[src/hdl/tuhps_pkg.sv]
// shared types, constants and helpers of the uri host/port splitter
package tuhps_pkg;

	localparam int MAX_URL_LENGTH = 4096;
	localparam int POS_W = $clog2(MAX_URL_LENGTH + 1);
	localparam int FIELD_W = 12;
	localparam int PREFIX_LEN = 10;
	localparam int TAIL_MARGIN = 4;
	// highest last-character position whose length still passes the length check
	localparam int LAST_POS_MAX = MAX_URL_LENGTH - TAIL_MARGIN - 1;

	localparam logic [7:0] CH_ZERO = 8'h30;
	localparam logic [7:0] CH_NINE = 8'h39;
	localparam logic [7:0] CH_COLON = 8'h3a;
	localparam logic [7:0] CH_SLASH = 8'h2f;
	localparam logic [7:0] CH_LBRACK = 8'h5b;
	localparam logic [7:0] CH_RBRACK = 8'h5d;
	localparam logic [7:0] CH_UPPER_A = 8'h41;
	localparam logic [7:0] CH_UPPER_Z = 8'h5a;
	localparam logic [7:0] CASE_OFFSET = 8'h20;

	typedef struct packed {
		logic [7:0] ch;
		logic       last;
	} char_beat_t;

	typedef struct packed {
		logic               uri_ok;
		logic [FIELD_W-1:0] host_length;
		logic [FIELD_W-1:0] port_start;
		logic [FIELD_W-1:0] port_length;
	} result_beat_t;

	typedef struct packed {
		logic               in_port_part;
		logic               port_seen;
		logic               path_seen;
		logic               bad_syntax;
		logic               inside_brackets;
		logic [FIELD_W-1:0] host_len;
		logic [FIELD_W-1:0] port_start;
		logic [FIELD_W-1:0] port_len;
	} scan_state_t;

	function automatic logic [7:0] to_lower(input logic [7:0] c);
		logic [7:0] r;
		r = c;
		if (c >= CH_UPPER_A && c <= CH_UPPER_Z) begin
			r = c + CASE_OFFSET;
		end
		return r;
	endfunction

	// expected scheme text "opc.tcp://", lower case
	function automatic logic [7:0] prefix_char(input logic [3:0] idx);
		logic [7:0] r;
		case (idx)
			4'd0: r = 8'h6f;
			4'd1: r = 8'h70;
			4'd2: r = 8'h63;
			4'd3: r = 8'h2e;
			4'd4: r = 8'h74;
			4'd5: r = 8'h63;
			4'd6: r = 8'h70;
			4'd7: r = CH_COLON;
			4'd8: r = CH_SLASH;
			4'd9: r = CH_SLASH;
			default: r = 8'h00;
		endcase
		return r;
	endfunction

endpackage

[src/hdl/tuhps_scan.sv]
// host/port scanner: next scan state from one character
module tuhps_scan (
	input  logic                        en,
	input  logic [7:0]                  ch,
	input  logic [tuhps_pkg::POS_W-1:0] pos,
	input  tuhps_pkg::scan_state_t      st,
	output tuhps_pkg::scan_state_t      nxt
);
	import tuhps_pkg::*;

	logic is_digit;

	assign is_digit = (ch >= CH_ZERO) && (ch <= CH_NINE);

	always_comb begin
		nxt = st;
		if (en) begin
			if (st.in_port_part) begin
				if (is_digit) begin
					if (!st.port_seen) begin
						nxt.port_seen = 1'b1;
						nxt.port_start = FIELD_W'(pos);
					end
				end else if (ch == CH_SLASH && !st.bad_syntax) begin
					if (!st.port_seen) begin
						nxt.bad_syntax = 1'b1;
					end else begin
						nxt.port_len = FIELD_W'(pos) - st.port_start;
						nxt.path_seen = 1'b1;
					end
				end else if (!st.port_seen || !st.path_seen) begin
					nxt.bad_syntax = 1'b1;
				end
			end else begin
				if (ch == CH_COLON && !st.inside_brackets) begin
					nxt.host_len = FIELD_W'(pos - POS_W'(PREFIX_LEN));
					nxt.in_port_part = 1'b1;
				end else if (ch == CH_LBRACK) begin
					nxt.inside_brackets = 1'b1;
				end else if (ch == CH_RBRACK) begin
					if (!st.inside_brackets) begin
						nxt.bad_syntax = 1'b1;
					end else begin
						nxt.inside_brackets = 1'b0;
					end
				end
			end
		end
	end

endmodule

[src/hdl/tcp_uri_host_port_splitter.sv]
// Splits an "opc.tcp://host:port/path" uri that streams in one character per beat,
// the final character flagged by last. One character is taken every cycle unless
// the input side stalls. Each beat waits in the input register, and the result
// of a last beat is loaded into the result register when the beat moves on. The
// input side stalls only when a result is waiting unaccepted and the last character
// held in the input register needs the result register. The scheme is compared
// without regard to letter case, the host may hold bracketed ipv6 text,
// and a failed scheme or length check gives an all-zero result.
module tcp_uri_host_port_splitter (
	input  logic                      clk,
	input  logic                      arst_n,
	input  logic                      char_valid,
	output logic                      char_ready,
	input  tuhps_pkg::char_beat_t     char_beat,
	output logic                      result_valid,
	input  logic                      result_ready,
	output tuhps_pkg::result_beat_t   result_beat
);
	import tuhps_pkg::*;

	logic              valid_s1;
	logic [7:0]        ch_s1;
	logic              last_s1;
	logic              move_s1;

	logic [POS_W-1:0]  pos_q;
	logic              prefix_good_q;
	scan_state_t       scan_q;
	scan_state_t       scan_nxt;
	logic              scan_en;
	logic              prefix_match;

	logic              result_valid_q;
	result_beat_t      result_q;
	result_beat_t      result_nxt;
	logic              frame_ok;
	logic              syntax_ok;

	assign move_s1 = valid_s1 && (!last_s1 || !result_valid_q || result_ready);
	assign char_ready = !valid_s1 || move_s1;

	always_ff @(posedge clk or negedge arst_n) begin
		if (!arst_n) begin
			valid_s1 <= 1'b0;
		end else if (char_ready) begin
			valid_s1 <= char_valid;
		end
	end

	always_ff @(posedge clk) begin
		if (char_ready && char_valid) begin
			ch_s1 <= char_beat.ch;
			last_s1 <= char_beat.last;
		end
	end

	assign scan_en = (pos_q >= POS_W'(PREFIX_LEN)) && !last_s1
		&& (pos_q < POS_W'(MAX_URL_LENGTH));
	assign prefix_match = (pos_q >= POS_W'(PREFIX_LEN))
		|| (to_lower(ch_s1) == prefix_char(pos_q[3:0]));

	tuhps_scan u_scan (
		.en  (scan_en),
		.ch  (ch_s1),
		.pos (pos_q),
		.st  (scan_q),
		.nxt (scan_nxt)
	);

	// uri state, back to reset values after each last beat
	always_ff @(posedge clk or negedge arst_n) begin
		if (!arst_n) begin
			pos_q <= '0;
			prefix_good_q <= 1'b1;
			scan_q <= '0;
		end else if (move_s1) begin
			if (last_s1) begin
				pos_q <= '0;
				prefix_good_q <= 1'b1;
				scan_q <= '0;
			end else begin
				if (pos_q < POS_W'(MAX_URL_LENGTH)) begin
					pos_q <= pos_q + 1'b1;
				end
				prefix_good_q <= prefix_good_q && prefix_match;
				scan_q <= scan_nxt;
			end
		end
	end

	assign frame_ok = prefix_good_q && (pos_q >= POS_W'(PREFIX_LEN))
		&& (pos_q <= POS_W'(LAST_POS_MAX));
	assign syntax_ok = scan_q.port_seen && !scan_q.bad_syntax;

	always_comb begin
		result_nxt = '0;
		if (frame_ok) begin
			result_nxt.uri_ok = syntax_ok;
			result_nxt.host_length = scan_q.host_len;
			result_nxt.port_start = scan_q.port_start;
			// no slash ended the port: it runs to the end of the uri
			if (syntax_ok && scan_q.port_len == '0) begin
				result_nxt.port_length = FIELD_W'(pos_q) + FIELD_W'(1) - scan_q.port_start;
			end else begin
				result_nxt.port_length = scan_q.port_len;
			end
		end
	end

	always_ff @(posedge clk or negedge arst_n) begin
		if (!arst_n) begin
			result_valid_q <= 1'b0;
		end else if (move_s1 && last_s1) begin
			result_valid_q <= 1'b1;
		end else if (result_ready) begin
			result_valid_q <= 1'b0;
		end
	end

	always_ff @(posedge clk) begin
		if (move_s1 && last_s1) begin
			result_q <= result_nxt;
		end
	end

	assign result_valid = result_valid_q;
	assign result_beat = result_q;

endmodule

[config.mk]
export PLATFORM = sky130hd
export DESIGN_NAME = tcp_uri_host_port_splitter
export DESIGN_NICKNAME = d
export VERILOG_FILES = /design/src/hdl/tuhps_pkg.sv /design/src/hdl/tuhps_scan.sv /design/src/hdl/tcp_uri_host_port_splitter.sv
export SDC_FILE = /design/constraint.sdc
export NUM_CORES = 1
export LEC_CHECK = 0
export ABC_AREA = 1
export BUFFER_PORTS_ARGS = -buffer_cell sky130_fd_sc_hd__buf_2
export CAP_MARGIN = 20
export CORE_ASPECT_RATIO = 1.4
export CORE_MARGIN = 2
export CORE_UTILIZATION = 35
export DETAILED_ROUTE_END_ITERATION = 10
export PLACE_DENSITY_LB_ADDON = 0.25
export SYNTH_ARGS = -nofsm -noshare
export SYNTH_HDL_FRONTEND = slang
export SYNTH_SLANG_ARGS = --single-unit
[constraint.sdc]
create_clock -name clk -period 4.5 [get_ports clk]
set_clock_uncertainty 0.05 [all_clocks]
set_input_delay 1.35 -clock clk [delete_from_list [all_inputs] [get_ports clk]]
set_output_delay 1.35 -clock clk [all_outputs]
set_load 0.01 [all_outputs]
==> results_dict.tcl <==
set metrics [dict create \
    status "completed" \
    worstMarginPinSlew_ns 0.816 \
    crit_path_end_kind "output port" \
    overflow 0 \
    ant_nets 0 \
    vias_per_cell 4.80 \
    rsz0062_at_grt "false" \
    synth.cell_area_mm2 0.00628 \
    finalPower_mw 3.09 \
    comb_power_share_pct 33.5 \
    postCtsSetupBuffers 0 \
    clock_path_buffers 2 \
    ys.flop_type "dfrtp_1" \
    dr.pass1.iters 6 \
    grt_pass1_wl_um 24200 \
    yosys_warnings 0 \
    switching_share_pct 36.3 \
    synth-edff-count 46 \
    clk_latency_ns 0.36 \
    critical_path.top_delay_family "buffers and inverters" \
    p_switching_mw 1.12 \
    fin_crit_ns 3.29 \
    maxCapViolCount 0 \
    die_w_um 117 \
    rows 57 \
    dp_hpwl_um 11300 \
    start_util_pct 35.9 \
    drv_slew 0 \
    place_area_mm2 0.00673 \
    pwr-share-clk_pct 26.6 \
    post-place-ws_ns 1.20 \
    peakVddDrop_uv 164 \
    wl_um 14800 \
    area_growth_pct 12.6 \
    diodes 0 \
    syn_nets 795 \
    finalHoldViolCount 0 \
    arrival_ns 1.89 \
    die-area_mm2 0.0190 \
    dieHeight_um 162 \
    async_reset_ff_share_pct 55.3 \
    timing.final.ws_setup_ns 1.21 \
    drc_errors 0 \
    finalNetCount 843 \
    drive_gt1_share_pct 12.8 \
    worst_setup_path_start_kind "input pin" \
    path_cells "buf_2 -> inv_1 -> nand4_1 -> buf_2" \
    path_buf_inv 3 \
    path_max_fanout 3 \
    slowest_stage "buf_2" \
    cts_resized 0 \
    max_clock_freq_mhz 304 \
    syn_inst 737 \
    setup_tns_ns 0 \
    finalCritPeriodShare_pct 73.1 \
    gp_routability_congestion 0.856 \
    grtUsageTotal_pct 16.5 \
    wl_per_cell_um 14.4 \
    drtIter0Drc 191 \
    cpMostUsedCell "buf_2" \
    pwr-share-seq_pct 39.8 \
    yosysSeqAreaShare_pct 44.8 \
    cts_made_buffers 9 \
    cts-root-buf "clkbuf_16" \
    setup-violations-final 0 \
    crit_type "in -> out" \
    hold_class "reg -> reg" \
    avgSynthCellArea_um2 8.52 \
    grt_pass1_vias 4868 \
    crit_required_ns 3.10 \
    io_pins 52 \
    crit_path_max_incr_delay_ns 0.20 \
    grt_max_degree 42 \
    design_area_mm2 0.00706 \
    io_buffer_count 51 \
    relSlewSlack_pct 45.5 \
    p_per_area_mw_per_mm2 438 \
    num_vias 4929 \
    antenna_found_initial 0 \
    leakage_nw 3.26 \
    synth_seq_cells 103 \
    holdBufCountCts 0 \
    power.internal_mw 1.97 \
    cts_tree "done" \
    ctsHtreeMaxLevel 3 \
    clock_sink_count 103 \
    coreArea_mm2 0.0175 \
    cts.clk_slew.worst_paths_ns 0.07 \
    synth_cell_types 46 \
]
==> area by class of cell <==
type | count | area (um2)
Timing Repair Buffer | 56 | 305
Sequential cell | 103 | 2810
Clock inverter | 5 | 56.3
Multi-Input combinational cell | 496 | 2900
Clock buffer | 11 | 254
Tap cell | 236 | 295
Inverter | 119 | 447
Fill cell | 1798 | 10400
==> worst paths after layout <==
check	start	cells after the start	end	slack [ns]
worst min register to register	prefix_good_q$_DFFE_PN1P_	2	prefix_good_q$_DFFE_PN1P_	0.42
worst max register to register	pos_q[2]$_DFFE_PN0P_	13	scan_q[4]$_DFFE_PN0P_	1.59
min in group asynchronous	arst_n	1	scan_q[39]$_DFFE_PN0P_	0.78
worst min-delay path	prefix_good_q$_DFFE_PN1P_	2	prefix_good_q$_DFFE_PN1P_	0.42
worst max-delay path	result_ready	4	char_ready	1.21
max in group asynchronous	arst_n	2	prefix_good_q$_DFFE_PN1P_	3.10
==> metal layers <==
metal,share of wire [%],wire length [um],vias to the layer above,GRT usage (%)
li1,-,-,2526,-
met3,3.1,456,25,2.68
met2,52,7730,95,29.6
met4,3.1,464,0,7.65
met5,0,0,-,0
met1,42,6150,2283,18.8
==> kinds of logic (layout without fill, tap and decap cells) <==
group / after synthesis / after routing / synth area share (%)
and+or+nand+nor: 307 / 307 / 21.8
buffers and inverters: 138 / 191 / 9.07
xor gates and xnor gates: 19 / 19 / 2.65
adders and majority gates: 45 / 45 / 10.2
AOI/OAI and AO/OA: 125 / 125 / 11.6
DFF: 103 / 103 / 44.8
==> cell usage after synthesis (10+ instances only) <==
master / n / area, um2
ha_1: 35 / 438
fa_1: 10 / 200
xor2_1: 15 / 131
inv_1: 111 / 417
nor2_1: 61 / 229
nand4_1: 17 / 106
o21ai_0: 41 / 205
nand3_1: 50 / 250
buf_2: 11 / 55.1
dfrtp_1: 56 / 1400
nor3_1: 13 / 65.1
edfxtp_1: 46 / 1380
o21ai_1: 19 / 95.1
nand2_1: 144 / 541
a21oi_1: 36 / 180
==> state kept, by name, summed over array words and instances, names as in the netlist <==
register,flops
valid_s1,1
ch_s1,8
last_s1,1
scan_q,41
pos_q,13
result_beat,37
result_valid,1
prefix_good_q,1
==> worst register-to-register path, cell delays in order, from the launching register on <==
cell,delay (ns)
dfrtp_1,0.59
clkinv_1,0.40
ha_1,0.32
inv_1,0.05
nand2_1,0.07
nand2_1,0.13
nor2_2,0.06
nand3_2,0.06
nand2_2,0.10
nand2_1,0.09
nand2_2,0.12
a21oi_4,0.36
nand2_2,0.24
o22ai_1,0.18
==> power by group through the flow <==
stage / registers [mW] / clock network (mW) / logic, mW
after floorplan: 1.22 / 0 / 0.773
after global placement: 1.25 / 0 / 1.03
after detailed placement: 1.25 / 0 / 1.03
after CTS: 1.23 / 0.843 / 1.04
after global routing: 1.25 / 0.868 / 1.18
final: 1.23 / 0.823 / 1.04
==> metrics by stage <==
stage	cells	hold WS, ns	util, %
3_5_place_dp	1009	0.406	38.5
3_3_place_gp	1009	0.408	38.5
4_1_cts	1025	0.416	40.3
6_report	1026	0.416	40.4
5_1_grt	1026	0.426	40.4
2_1_floorplan	737	0.387	-
==> cells in the final DEF (no fill, tap or decap), types with 7 or more instances in the layout <==
| master | count |
|---|---|
| nand3_1 | 50 |
| o22ai_1 | 7 |
| dfrtp_1 | 56 |
| clkbuf_16 | 10 |
| o21ai_1 | 19 |
| o21ai_0 | 41 |
| ha_1 | 35 |
| nand4_1 | 17 |
| buf_2 | 51 |
| nand2_1 | 144 |
| xor2_1 | 15 |
| nor2_1 | 61 |
| a21oi_1 | 36 |
| nand2_2 | 9 |
| inv_2 | 7 |
| nor3_1 | 13 |
| fa_1 | 10 |
| inv_1 | 111 |
| edfxtp_1 | 46 |
Power figures use the tool's default switching activity.
